$ cat src/hw/rtl/nltok_pkg.sv
// Shared constants, result codes and controller/datapath interface types
// for the numbered line tokenizer. No dependencies.
package nltok_pkg;

  // Sizing
  localparam int MAX_WORD_LEN = 32;
  localparam int MAX_WORDS    = 64;
  localparam int BUF_AW       = $clog2(MAX_WORD_LEN);
  localparam int LEN_W        = $clog2(MAX_WORD_LEN + 1);
  localparam int WORDS_W      = $clog2(MAX_WORDS + 1);

  // Field widths
  localparam int BYTE_W   = 8;
  localparam int KIND_W   = 2;
  localparam int SLOT_W   = 6;
  localparam int ID_W     = 64;
  localparam int ACCX_W   = ID_W + 4;
  localparam int COUNT_W  = 7;
  localparam int STATUS_W = 3;

  localparam logic [COUNT_W-1:0] COUNT_MAX = '1;

  // Result kinds
  localparam logic [KIND_W-1:0] KIND_BYTE = 2'd0;
  localparam logic [KIND_W-1:0] KIND_ID   = 2'd1;
  localparam logic [KIND_W-1:0] KIND_SUM  = 2'd2;

  // Line status codes
  localparam logic [STATUS_W-1:0] STAT_OK       = 3'd0;
  localparam logic [STATUS_W-1:0] STAT_TRUNC    = 3'd1;
  localparam logic [STATUS_W-1:0] STAT_NO_ID    = 3'd2;
  localparam logic [STATUS_W-1:0] STAT_JUNK     = 3'd3;
  localparam logic [STATUS_W-1:0] STAT_OVERFLOW = 3'd4;

  // Controller to datapath
  typedef struct packed {
    logic accept;   // input transaction taken this cycle
    logic ld_id;    // load line id result into output register
    logic ld_byte;  // load next word byte, advance replay index
    logic ld_sum;   // load line summary result
    logic last;     // last result of this input
  } cmd_t;

  // Datapath to controller
  typedef struct packed {
    logic do_id;    // accepted byte closes the id token
    logic do_rep;   // accepted byte closes a word to replay
    logic do_sum;   // accepted byte ends the line
    logic rep_end;  // replay index sits on the last byte of the word
  } sts_t;

endpackage

$ cat src/hw/rtl/numbered_line_tokenizer.sv
// Top level of the numbered line tokenizer: joins controller and datapath.
// Depends on nltok_pkg, nltok_ctrl and nltok_dp.
//
// Line bytes enter one per transaction; the first token is parsed as a
// decimal line id (kind 1), each following word is buffered and replayed
// byte by byte with its slot (kind 0), and the byte flagged end_of_line also
// yields a summary (kind 2). The next input is held off until all results of
// an accepted input have been loaded into the output register, one result per
// cycle while the output is not stalled. A byte that causes no result does
// not hold off the next input; one that closes a word of N bytes yields N
// results (plus 1 for the id or the summary), replayed from the word buffer
// one byte per cycle while the output is not stalled.
module numbered_line_tokenizer (
  input  logic                           clk_i,
  input  logic                           rst_ni,
  input  logic                           in_valid_i,
  output logic                           in_stall_o,
  input  logic [nltok_pkg::BYTE_W-1:0]   data_byte_i,
  input  logic                           end_of_line_i,
  output logic                           out_valid_o,
  input  logic                           out_stall_i,
  output logic [nltok_pkg::KIND_W-1:0]   kind_o,
  output logic [nltok_pkg::BYTE_W-1:0]   char_out_o,
  output logic [nltok_pkg::SLOT_W-1:0]   word_slot_o,
  output logic                           word_end_o,
  output logic [nltok_pkg::ID_W-1:0]     line_id_o,
  output logic [nltok_pkg::COUNT_W-1:0]  word_count_o,
  output logic [nltok_pkg::STATUS_W-1:0] status_o,
  output logic                           last_o
);

  nltok_pkg::cmd_t cmd;
  nltok_pkg::sts_t sts;

  // Sequencer
  nltok_ctrl u_ctrl (
    .clk_i       (clk_i),
    .rst_ni      (rst_ni),
    .in_valid_i  (in_valid_i),
    .in_stall_o  (in_stall_o),
    .out_valid_o (out_valid_o),
    .out_stall_i (out_stall_i),
    .sts_i       (sts),
    .cmd_o       (cmd)
  );

  // Parser, word buffer and output register
  nltok_dp u_dp (
    .clk_i         (clk_i),
    .rst_ni        (rst_ni),
    .cmd_i         (cmd),
    .sts_o         (sts),
    .data_byte_i   (data_byte_i),
    .end_of_line_i (end_of_line_i),
    .kind_o        (kind_o),
    .char_out_o    (char_out_o),
    .word_slot_o   (word_slot_o),
    .word_end_o    (word_end_o),
    .line_id_o     (line_id_o),
    .word_count_o  (word_count_o),
    .status_o      (status_o),
    .last_o        (last_o)
  );

endmodule

$ cat src/hw/rtl/nltok_dp.sv
// Datapath of the numbered line tokenizer: id parser, word buffer memory,
// line bookkeeping, pending results and the output register. Uses nltok_pkg.
module nltok_dp (
  input  logic                           clk_i,
  input  logic                           rst_ni,
  input  nltok_pkg::cmd_t                cmd_i,
  output nltok_pkg::sts_t                sts_o,
  input  logic [nltok_pkg::BYTE_W-1:0]   data_byte_i,
  input  logic                           end_of_line_i,
  output logic [nltok_pkg::KIND_W-1:0]   kind_o,
  output logic [nltok_pkg::BYTE_W-1:0]   char_out_o,
  output logic [nltok_pkg::SLOT_W-1:0]   word_slot_o,
  output logic                           word_end_o,
  output logic [nltok_pkg::ID_W-1:0]     line_id_o,
  output logic [nltok_pkg::COUNT_W-1:0]  word_count_o,
  output logic [nltok_pkg::STATUS_W-1:0] status_o,
  output logic                           last_o
);

  // Line state
  logic                             in_token_q, in_token_d;
  logic                             id_done_q, id_done_d;
  logic                             id_digits_q, id_digits_d;
  logic [nltok_pkg::ID_W-1:0]       id_acc_q, id_acc_d;
  logic [nltok_pkg::STATUS_W-1:0]   id_err_q, id_err_d;
  logic [nltok_pkg::LEN_W-1:0]      wlen_q, wlen_d;
  logic                             overlong_q, overlong_d;
  logic [nltok_pkg::WORDS_W-1:0]    words_q, words_d;

  // Pending results of the accepted byte
  logic [nltok_pkg::ID_W-1:0]       pend_id_q;
  logic [nltok_pkg::STATUS_W-1:0]   pend_id_st_q;
  logic [nltok_pkg::SLOT_W-1:0]     pend_slot_q;
  logic [nltok_pkg::BUF_AW-1:0]     pend_lastidx_q;
  logic [nltok_pkg::COUNT_W-1:0]    pend_cnt_q;
  logic [nltok_pkg::STATUS_W-1:0]   pend_sum_st_q;

  // Word buffer and replay
  logic [nltok_pkg::BYTE_W-1:0]     wbuf_mem [nltok_pkg::MAX_WORD_LEN];
  logic [nltok_pkg::BYTE_W-1:0]     rdata_q;
  logic [nltok_pkg::BUF_AW-1:0]     ridx_q, ridx_d;
  logic                             wr_en;
  logic [nltok_pkg::BUF_AW-1:0]     wr_addr;

  // Output register
  logic [nltok_pkg::KIND_W-1:0]     kind_q;
  logic [nltok_pkg::BYTE_W-1:0]     char_q;
  logic [nltok_pkg::SLOT_W-1:0]     slot_q;
  logic                             wend_q;
  logic [nltok_pkg::ID_W-1:0]       line_id_q;
  logic [nltok_pkg::COUNT_W-1:0]    cnt_q;
  logic [nltok_pkg::STATUS_W-1:0]   stat_q;
  logic                             last_q;

  // Byte decode and id step
  logic                             blank, digit, close_tok, trunc;
  logic                             do_id, do_rep;
  logic [3:0]                       dval;
  logic [nltok_pkg::ACCX_W-1:0]     acc_x, acc10;
  logic                             acc_ovf;
  logic [nltok_pkg::STATUS_W-1:0]   err1, err2;
  logic [nltok_pkg::ID_W-1:0]       acc1;
  logic                             digits1, overlong1;
  logic [nltok_pkg::LEN_W-1:0]      wlen1;
  logic [nltok_pkg::WORDS_W-1:0]    words2;
  logic                             id_done2;
  logic [nltok_pkg::COUNT_W-1:0]    sum_cnt;

  assign blank = (data_byte_i == 8'd32) || (data_byte_i >= 8'd9 && data_byte_i <= 8'd13);
  assign digit = (data_byte_i >= 8'h30) && (data_byte_i <= 8'h39);
  assign dval  = 4'(data_byte_i - 8'h30);

  // acc * 10 + d with four guard bits to catch 64-bit overflow
  assign acc_x   = {4'b0, id_acc_q};
  assign acc10   = (acc_x << 3) + (acc_x << 1) + nltok_pkg::ACCX_W'(dval);
  assign acc_ovf = |acc10[nltok_pkg::ACCX_W-1:nltok_pkg::ID_W];

  assign wr_addr = wlen_q[nltok_pkg::BUF_AW-1:0];

  // Next line state for the accepted byte
  always_comb begin
    err1      = id_err_q;
    acc1      = id_acc_q;
    digits1   = id_digits_q;
    wlen1     = wlen_q;
    overlong1 = overlong_q;
    wr_en     = 1'b0;
    if (!blank) begin
      if (!id_done_q) begin
        if (id_err_q == nltok_pkg::STAT_OK) begin
          if (digit) begin
            if (acc_ovf) begin
              err1 = nltok_pkg::STAT_OVERFLOW;
            end else begin
              acc1    = acc10[nltok_pkg::ID_W-1:0];
              digits1 = 1'b1;
            end
          end else begin
            err1 = id_digits_q ? nltok_pkg::STAT_JUNK : nltok_pkg::STAT_NO_ID;
          end
        end
      end else if (32'(wlen_q) < nltok_pkg::MAX_WORD_LEN) begin
        wr_en = cmd_i.accept;
        wlen1 = wlen_q + nltok_pkg::LEN_W'(1);
      end else begin
        overlong1 = 1'b1;
      end
    end

    close_tok = (blank || end_of_line_i) && (in_token_q || !blank);
    do_id     = close_tok && !id_done_q;
    do_rep    = close_tok && id_done_q && !overlong1 && (wlen1 != '0) &&
                (32'(words_q) < nltok_pkg::MAX_WORDS);
    trunc     = close_tok && id_done_q && !overlong1 && (wlen1 != '0) &&
                (32'(words_q) >= nltok_pkg::MAX_WORDS);
    err2      = (trunc && err1 == nltok_pkg::STAT_OK) ? nltok_pkg::STAT_TRUNC : err1;
    words2    = do_rep ? words_q + nltok_pkg::WORDS_W'(1) : words_q;
    id_done2  = id_done_q || do_id;
    sum_cnt   = (32'(words2) > 32'(nltok_pkg::COUNT_MAX)) ? nltok_pkg::COUNT_MAX
                                                           : nltok_pkg::COUNT_W'(words2);

    in_token_d  = in_token_q || !blank;
    id_done_d   = id_done2;
    id_digits_d = digits1;
    id_acc_d    = acc1;
    id_err_d    = err2;
    wlen_d      = wlen1;
    overlong_d  = overlong1;
    words_d     = words2;
    if (close_tok) begin
      wlen_d     = '0;
      overlong_d = 1'b0;
      in_token_d = 1'b0;
    end
    if (end_of_line_i) begin
      in_token_d  = 1'b0;
      id_done_d   = 1'b0;
      id_digits_d = 1'b0;
      id_acc_d    = '0;
      id_err_d    = nltok_pkg::STAT_OK;
      wlen_d      = '0;
      overlong_d  = 1'b0;
      words_d     = '0;
    end
  end

  assign sts_o.do_id   = do_id;
  assign sts_o.do_rep  = do_rep;
  assign sts_o.do_sum  = end_of_line_i;
  assign sts_o.rep_end = (ridx_q == pend_lastidx_q);

  // Line state registers
  always_ff @(posedge clk_i or negedge rst_ni) begin
    if (!rst_ni) begin
      in_token_q  <= 1'b0;
      id_done_q   <= 1'b0;
      id_digits_q <= 1'b0;
      id_acc_q    <= '0;
      id_err_q    <= nltok_pkg::STAT_OK;
      wlen_q      <= '0;
      overlong_q  <= 1'b0;
      words_q     <= '0;
    end else if (cmd_i.accept) begin
      in_token_q  <= in_token_d;
      id_done_q   <= id_done_d;
      id_digits_q <= id_digits_d;
      id_acc_q    <= id_acc_d;
      id_err_q    <= id_err_d;
      wlen_q      <= wlen_d;
      overlong_q  <= overlong_d;
      words_q     <= words_d;
    end
  end

  // Pending result payloads, captured at accept
  always_ff @(posedge clk_i) begin
    if (cmd_i.accept) begin
      pend_id_q      <= (err1 == nltok_pkg::STAT_OK) ? acc1 : '0;
      pend_id_st_q   <= err1;
      pend_slot_q    <= nltok_pkg::SLOT_W'(words_q);
      pend_lastidx_q <= nltok_pkg::BUF_AW'(wlen1 - nltok_pkg::LEN_W'(1));
      pend_cnt_q     <= sum_cnt;
      pend_sum_st_q  <= id_done2 ? err2 : nltok_pkg::STAT_NO_ID;
    end
  end

  // Replay index: restarts at each accept, steps on each byte loaded
  always_comb begin
    ridx_d = ridx_q;
    if (cmd_i.accept) begin
      ridx_d = '0;
    end else if (cmd_i.ld_byte) begin
      ridx_d = ridx_q + nltok_pkg::BUF_AW'(1);
    end
  end

  always_ff @(posedge clk_i or negedge rst_ni) begin
    if (!rst_ni) begin
      ridx_q <= '0;
    end else begin
      ridx_q <= ridx_d;
    end
  end

  // Word buffer: one write port, one registered read at the next index
  always_ff @(posedge clk_i) begin
    if (wr_en) begin
      wbuf_mem[wr_addr] <= data_byte_i;
    end
    if (wr_en && (wr_addr == ridx_d)) begin
      rdata_q <= data_byte_i;
    end else begin
      rdata_q <= wbuf_mem[ridx_d];
    end
  end

  // Output register
  always_ff @(posedge clk_i) begin
    if (cmd_i.ld_id || cmd_i.ld_byte || cmd_i.ld_sum) begin
      kind_q    <= nltok_pkg::KIND_BYTE;
      char_q    <= '0;
      slot_q    <= '0;
      wend_q    <= 1'b0;
      line_id_q <= '0;
      cnt_q     <= '0;
      stat_q    <= nltok_pkg::STAT_OK;
      last_q    <= cmd_i.last;
      if (cmd_i.ld_id) begin
        kind_q    <= nltok_pkg::KIND_ID;
        line_id_q <= pend_id_q;
        stat_q    <= pend_id_st_q;
      end else if (cmd_i.ld_byte) begin
        char_q <= rdata_q;
        slot_q <= pend_slot_q;
        wend_q <= (ridx_q == pend_lastidx_q);
      end else begin
        kind_q <= nltok_pkg::KIND_SUM;
        cnt_q  <= pend_cnt_q;
        stat_q <= pend_sum_st_q;
      end
    end
  end

  assign kind_o       = kind_q;
  assign char_out_o   = char_q;
  assign word_slot_o  = slot_q;
  assign word_end_o   = wend_q;
  assign line_id_o    = line_id_q;
  assign word_count_o = cnt_q;
  assign status_o     = stat_q;
  assign last_o       = last_q;

endmodule

$ cat src/hw/rtl/nltok_ctrl.sv
// Controller of the numbered line tokenizer: input handshake, result
// sequencing and output valid. Uses nltok_pkg types.
module nltok_ctrl (
  input  logic            clk_i,
  input  logic            rst_ni,
  input  logic            in_valid_i,
  output logic            in_stall_o,
  output logic            out_valid_o,
  input  logic            out_stall_i,
  input  nltok_pkg::sts_t sts_i,
  output nltok_pkg::cmd_t cmd_o
);

  typedef enum logic [1:0] {
    S_IDLE,
    S_ID,
    S_REP,
    S_SUM
  } state_e;

  state_e state_q, state_d;
  logic   rep_pend_q, rep_pend_d;
  logic   sum_pend_q, sum_pend_d;
  logic   out_valid_q, out_valid_d;
  logic   out_free;

  assign out_free = !out_valid_q || !out_stall_i;

  // Sequencing of results for one accepted byte
  always_comb begin
    state_d     = state_q;
    rep_pend_d  = rep_pend_q;
    sum_pend_d  = sum_pend_q;
    cmd_o       = '0;
    out_valid_d = out_valid_q && out_stall_i;
    case (state_q)
      S_IDLE: begin
        if (in_valid_i) begin
          cmd_o.accept = 1'b1;
          rep_pend_d   = sts_i.do_rep;
          sum_pend_d   = sts_i.do_sum;
          if (sts_i.do_id) begin
            state_d = S_ID;
          end else if (sts_i.do_rep) begin
            state_d = S_REP;
          end else if (sts_i.do_sum) begin
            state_d = S_SUM;
          end
        end
      end
      S_ID: begin
        if (out_free) begin
          cmd_o.ld_id = 1'b1;
          cmd_o.last  = !rep_pend_q && !sum_pend_q;
          out_valid_d = 1'b1;
          if (rep_pend_q) begin
            state_d = S_REP;
          end else if (sum_pend_q) begin
            state_d = S_SUM;
          end else begin
            state_d = S_IDLE;
          end
        end
      end
      S_REP: begin
        if (out_free) begin
          cmd_o.ld_byte = 1'b1;
          cmd_o.last    = sts_i.rep_end && !sum_pend_q;
          out_valid_d   = 1'b1;
          if (sts_i.rep_end) begin
            state_d = sum_pend_q ? S_SUM : S_IDLE;
          end
        end
      end
      S_SUM: begin
        if (out_free) begin
          cmd_o.ld_sum = 1'b1;
          cmd_o.last   = 1'b1;
          out_valid_d  = 1'b1;
          state_d      = S_IDLE;
        end
      end
      default: begin
        state_d = S_IDLE;
      end
    endcase
  end

  always_ff @(posedge clk_i or negedge rst_ni) begin
    if (!rst_ni) begin
      state_q     <= S_IDLE;
      rep_pend_q  <= 1'b0;
      sum_pend_q  <= 1'b0;
      out_valid_q <= 1'b0;
    end else begin
      state_q     <= state_d;
      rep_pend_q  <= rep_pend_d;
      sum_pend_q  <= sum_pend_d;
      out_valid_q <= out_valid_d;
    end
  end

  assign in_stall_o  = (state_q != S_IDLE);
  assign out_valid_o = out_valid_q;

  // A result held under stall is never overwritten
  a_no_overwrite: assert property (@(posedge clk_i) disable iff (!rst_ni)
    (out_valid_q && out_stall_i) |-> !(cmd_o.ld_id || cmd_o.ld_byte || cmd_o.ld_sum))
    else $error("output register overwritten while stalled");

  // At most one load and never together with an accept
  a_one_action: assert property (@(posedge clk_i) disable iff (!rst_ni)
    $onehot0({cmd_o.accept, cmd_o.ld_id, cmd_o.ld_byte, cmd_o.ld_sum}))
    else $error("conflicting controller commands");

  // The last result of an input returns the controller to idle
  a_last_idle: assert property (@(posedge clk_i) disable iff (!rst_ni)
    ((cmd_o.ld_id || cmd_o.ld_byte || cmd_o.ld_sum) && cmd_o.last) |=> state_q == S_IDLE)
    else $error("last result did not end the sequence");

  // A loaded result is presented on the next cycle
  a_load_valid: assert property (@(posedge clk_i) disable iff (!rst_ni)
    (cmd_o.ld_id || cmd_o.ld_byte || cmd_o.ld_sum) |=> out_valid_q)
    else $error("loaded result not presented");

endmodule

$ cat config.mk
export PLATFORM = sky130hd
export DESIGN_NAME = numbered_line_tokenizer
export DESIGN_NICKNAME = d
export VERILOG_FILES = /design/src/hw/rtl/nltok_pkg.sv /design/src/hw/rtl/numbered_line_tokenizer.sv /design/src/hw/rtl/nltok_dp.sv /design/src/hw/rtl/nltok_ctrl.sv
export SDC_FILE = /design/constraint.sdc
export NUM_CORES = 1
export LEC_CHECK = 0
export BUFFER_PORTS_ARGS = -buffer_cell sky130_fd_sc_hd__buf_2
export CAP_MARGIN = 20
export CORE_MARGIN = 2
export CORE_UTILIZATION = 60
export DETAILED_ROUTE_END_ITERATION = 10
export GPL_TIMING_DRIVEN = 0
export PLACE_DENSITY_LB_ADDON = 0.05
export REMOVE_ABC_BUFFERS = 1
export SYNTH_ARGS = -nofsm -noshare
export SYNTH_HDL_FRONTEND = slang
export SYNTH_HIERARCHICAL = 1
export SYNTH_SLANG_ARGS = --single-unit
$ cat constraint.sdc
create_clock -name clk_i -period 6.1 [get_ports clk_i]
set_input_delay 0 -clock clk_i [delete_from_list [all_inputs] [get_ports clk_i]]
set_output_delay 0 -clock clk_i [all_outputs]
set_load 0.01 [all_outputs]
## Word level (Yosys, flattened, before mapping)

Memory sizes are Yosys's and may differ from the RTL's. A register that Yosys moved wholly into a read port is not among the register bits.
Cells that the tools add are included.
Widths: inputs -> output; s select.

| word-level totals | value |
|---|---|
| RAM bits | 256 |
| flip-flop bits (word level) | 274 |
| memories | 1 |
| output and inout bits | 94 |

| cells by class | value |
|---|---|
| eq/ne operators | 14 |
| muxes and demuxes | 68 |
| reductions and logical operators | 41 |
| $lt $le $gt $ge | 7 |
| $add $sub $neg | 7 |
| bitwise logic cells | 1 |

Memory list:

| name | words | width | rd ports | clocked after Yosys merged registers in | write ports | RTL line | text |
|---|---|---|---|---|---|---|---|
| u_dp.wbuf_mem | 32 | 8 | 1 | 1 | 1 | nltok_dp.sv:39 | `logic [nltok_pkg::BYTE_W-1:0] wbuf_mem [nltok_pkg::MAX_WORD_LEN];` |

Operator list:

| kind | count |
|---|---|
| $mux 64 | 6 |
| $add 67x65->68 | 1 |
| $add 68x4->68 | 1 |
| $mux 1 | 30 |
| $mux 6 | 5 |
| $mux 3 | 9 |
| $mux 2 | 12 |
| $mux 7 | 2 |
| $logic_and 1x1->1 | 13 |
| $reduce_and 6->1 | 2 |
| $mux 5 | 2 |
| $eq 8x6->1 const B | 1 |
| $ge 8x4->1 const B | 1 |
| $ge 8x6->1 const B | 1 |
| $le 8x4->1 const B | 1 |
| $le 8x6->1 const B | 1 |
| $ne 2x1->1 const B | 4 |
| $ne 2x2->1 const B | 4 |
| $pmux 2 s4 | 1 |
| $add 7x1->7 const B | 1 |
| $ge 7x7->1 const B | 1 |
| $logic_not 1->1 | 7 |
| $logic_or 1x1->1 | 7 |
| $lt 7x7->1 const B | 1 |
| 19 further kinds | 24 |

## Logic depth before layout (Yosys ltp)

| logic depth | value |
|---|---|
| depth after elaboration | 14 |
| gate-level depth with buffers | 17 |
| depth with buffers taken out | 14 |

## Hierarchy

Netlist, hierarchy kept.

By module, submodules not included:

| module | times used | sequential area each (µm²) | cells each | area each (µm²) |
|---|---|---|---|---|
| nltok_dp | 1 | 15,419.8 | 2,089 | 26,554.2 |
| nltok_ctrl | 1 | 125.1 | 44 | 381.6 |

## Worst setup path before layout

Ideal clock, no wire load.

| timing path | value |
|---|---|
| kind | reg2reg |
| start | register u_ctrl.state_q[0] |
| end | memory u_dp/wbuf_mem[12][0] (netlist bit) (enable) |
| stages on the path, launching flop included | 11 |
| arrival time | 3,883 ps |
| required time | 5,730 ps |
| period minus slack after synthesis | 4,254 ps |
| setup slack | 1,846 ps |
| path buffers | 2 |
| path through | dfrtp_1 inv_1 ha_1 nand2_1 inv_1 clkbuf_1 inv_1 clkbuf_1 nor2_1 nand3_1 nor2_1 |

RTL lines:

| what | RTL line | text |
|---|---|---|
| start, declared | nltok_ctrl.sv:21 | `state_e state_q, state_d;` |
| start signal, assigned | nltok_ctrl.sv:96 | `state_q <= state_d;` |
| end, declared | nltok_dp.sv:39 |  |

## Worst setup path in the final report

| timing path | value |
|---|---|
| start | input port data_byte_i[3] (netlist bit) |
| end | register u_dp/id_acc_q[25] (netlist bit) |

| between the ends | value |
|---|---|
| cells in the longest elaborated chain, start to end | 9 |
| elaborated cells on any way between the ends | 17 |

Ends and longest elaborated chain:

| what | RTL line | text |
|---|---|---|
| start, declared | numbered_line_tokenizer.sv:18 | `input logic [nltok_pkg::BYTE_W-1:0] data_byte_i,` |
| $sub 4x1->4 | nltok_dp.sv:71 | `assign dval = 4'(data_byte_i - 8'h30);` |
| $add 68x4->68 | nltok_dp.sv:75 | `assign acc10 = (acc_x << 3) + (acc_x << 1) + nltok_pkg::ACCX_W'(dval);` |
| $reduce_or 4->1 | nltok_dp.sv:76 | `assign acc_ovf = \|acc10[nltok_pkg::ACCX_W-1:nltok_pkg::ID_W];` |
| $mux 64 | nltok_dp.sv:92 | `if (acc_ovf) begin` |
| $mux 64 | nltok_dp.sv:91 | `if (digit) begin` |
| $mux 64 | nltok_dp.sv:90 | `if (id_err_q == nltok_pkg::STAT_OK) begin` |
| $mux 64 | nltok_dp.sv:89 | `if (!id_done_q) begin` |
| $mux 64 (*) | nltok_dp.sv:88 | `if (!blank) begin` |
| $mux 64 (*) | nltok_dp.sv:135 | `if (end_of_line_i) begin` |
| end signal, assigned | nltok_dp.sv:167 | `id_acc_q <= id_acc_d;` |
| end, declared | nltok_dp.sv:24 | `logic [nltok_pkg::ID_W-1:0] id_acc_q, id_acc_d;` |

Mark *: on every way between the ends. The rest lies on a longest branch, timed or not.
A chain may end at the register's enable or synchronous reset.

==> metrics.txt <==
maxcap violations=0; Fin. Hold Viols=0; I/O pin total=107; async set or reset register ratio after synthesis=17.6%; final wirelength=63700 um; Crit path largest cell delay=0.62 ns; Post-layout nets=2363; clock tree root buffer cell=clkbuf_16; routed len/inst=22.4 um; worst reg2reg setup slack=0.52 ns; CTS tree=yes; buffer count from post-CTS setup fixing=0; pin count of the biggest net entering global routing=82; final worst setup slack=0.442 ns; Final Skew=0.0276 ns; top cell type by total area after synthesis=edfxtp_1; critical path class=in -> reg; Final Wtd Congestion=0.912; multi-input logic area=10700 um2; Num CTS Buffers=53; DRC=0; #FFs+latches synth=535; Setup TNS=0 ns; Die Area=46600 um2; final worst-path cycle share=92.7%; Crit. End Element=register; Die Ht=216 um; fin. max-slew vios=0; Post-Syn Area per Cell=12.6 um2; TritonRoute pass-1 iters=5; Final ANT Viol Nets=0; Clock Path Buffers=3; sequential cell area=15600 um2; highest clock rate=0.177 GHz; FILL cells=3176; vias per cell=6.24; vias after detailed routing=17700; depth of the CTS H-tree=2; register area share after synthesis=57.7%; Die W=216 um; Worst Path Required=6.58 ns; Tmin final=5.66 ns; Rel. slew slack=39.8%; mapped cell area=26900 um2; clk_lat worst skew=0.62 ns; post-synth cell types=81; Place WS=0.247 ns; unrepaired setup endpoints after global routing=false; 1st-iter DRT viols=1451; first-pass GRT wire length=100000 um; Std-Cell Rows=77; Worst EP arrival=6.14 ns; cell breakdown of the critical path=dlygate4sd3_1, clkbuf_4, inv_1, fa_1, inv_1, ha_1, a211oi_1, o211ai_1, a32oi_1, a21oi_1, a311oi_2, o21ai_0, xnor2_1, nand4_1, buf_8, buf_8, and3_1, a311o_1; gr usage total=27.8%; Worst Path Max Fanout=36; clock sinks=535; layout cell share with drive strength beyond 1=13.5%; Synth Instances=2133; Post-synth EDFFs=436; number of global-route vias before repair=17800; synth-to-layout area growth=11.3%; worst-margin pin slew=0.895 ns; Post-synth top cells=edfxtp_1 (436), nand2_1 (174), nor2_1 (150), ha_1 (140), a21oi_1 (130); status=completed; clk slew on worst S/H paths=0.06 ns; post-DP HPWL=42600 um; synth top area cells=edfxtp_1 (49%), dfrtp_1 (8.7%), mux4_2 (6.7%); antenna diode count=0; startpoint types=primary input; Port Buffers=106; Final Setup Violations=0; Synth warnings=6; Main synth FF type=edfxtp_1; Worst Hold Class=in -> async; Design Area, Final=30000 um2; count leader, synth=edfxtp_1; core area=44200 um2; initial antenna violation count=0; post-synth top area share=48.6%; placed cell areas=28100 um2; Slowest cell on crit path=fa_1; Initial Utilization=60.9%; grt ovf=0
## final cells by class
cell class | instances | share of cell area (%)
Sequential cell | 535 | 51.9
Multi-Input combinational cell | 1426 | 35.7
Clock buffer | 79 | 4.92
Timing Repair Buffer | 136 | 3.55
Tap cell | 592 | 2.47
Clock inverter | 20 | 0.764
Inverter | 56 | 0.718
## cells in the final DEF (no fill, tap or decap), types with 8 or more instances in the layout
cell,count
ha_1,140
a31oi_1,28
nor2b_1,30
mux2i_1,49
dlygate4sd3_1,12
buf_16,9
nor2_1,149
nor3_1,22
buf_2,104
a211oi_1,8
xor2_1,31
nor4_1,11
and3_1,11
and2_1,85
clkbuf_1,21
clkbuf_16,53
a21oi_1,130
edfxtp_1,436
o21bai_1,11
o221ai_1,20
inv_1,53
nand2b_1,20
a21o_1,21
o211ai_1,13
dfrtp_1,94
mux4_2,80
o21a_1,12
nand3_1,92
nand4_1,32
o21ai_0,84
nand2_1,174
xnor2_1,45
## stage by stage
stage / util (%) / std cells / hold slack [ns]
floorplan: - / 2017 / -0.296
global placement: 62.7 / 2715 / 0.273
detailed placement: 63.6 / 2732 / 0.141
CTS: 67.7 / 2843 / 0.0363
global route: 67.8 / 2844 / 0.110
finish: 67.8 / 2844 / 0.0430
## registers in the layout, indices dropped and copies added, names as in the netlist, 5 cells and up, named ones only
| register | count |
|---|---|
| u_dp/pend_cnt_q | 7 |
| u_dp/words_q | 7 |
| u_dp/wbuf_mem | 256 |
| u_dp/pend_slot_q | 6 |
| u_dp/line_id_o | 64 |
| u_dp/pend_id_q | 64 |
| u_dp/id_acc_q | 64 |
| u_dp/word_slot_o | 6 |
| u_dp/ridx_q | 5 |
| u_dp/char_out_o | 8 |
| u_dp/word_count_o | 7 |
| u_dp/wlen_q | 6 |
| u_dp/pend_lastidx_q | 5 |
## cells by family (layout without fill, tap and decap cells)
group,after synthesis,after routing,share of synthesized area (%)
AOI/OAI and AO/OA,406,406,9.64
DFF,535,535,57.7
muxes,132,132,8.65
buffers and inverters,172,291,2.64
xor gates and xnor gates,76,76,2.47
adders and majority gates,142,142,6.65
and+or+nand+nor,670,670,12.2
## per-layer routing
layer / routed length [um] / global-route usage, % / up-vias
li1: - / - / 8219
met1: 26500 / 36.5 / 8828
met2: 31700 / 46.7 / 567
met3: 3430 / 4.51 / 131
met4: 2130 / 10.7 / 0
met5: 0 / 0 / -
## worst paths after layout
check                                 start                  to  cells past startpoint
max                          data_byte_i[3]   u_dp/id_acc_q[25]                     18
min                                  rst_ni   u_ctrl/state_q[1]                      2
max reg2reg                u_dp/id_acc_q[0]   u_dp/id_acc_q[25]                     16
min reg2reg                u_dp/id_digits_q    u_dp/id_digits_q                      1
max in group asynchronous            rst_ni    u_dp/id_acc_q[8]                      3
min in group clk_i              out_stall_i  u_ctrl/out_valid_o                      4
## timing repair
action	4_1_cts	5_1_grt
gates resized for setup	0	2
endpoints found under the setup margin	0	2
hold endpoints to repair	307	0
hold buffers	12	0
## critical path, delay by kind of cell
kind                     cells  cell delay (ns)
AO/OA/AOI/OAI                7             2.18
XOR/XNOR                     1             0.48
adder cells (fa/ha/maj)      2             0.93
AND/OR/NAND/NOR              2             0.81
buffers and inverters        6             1.69
Power is not shown: default switching activity piles up to over one toggle a cycle in this logic, so the estimate is an artifact.
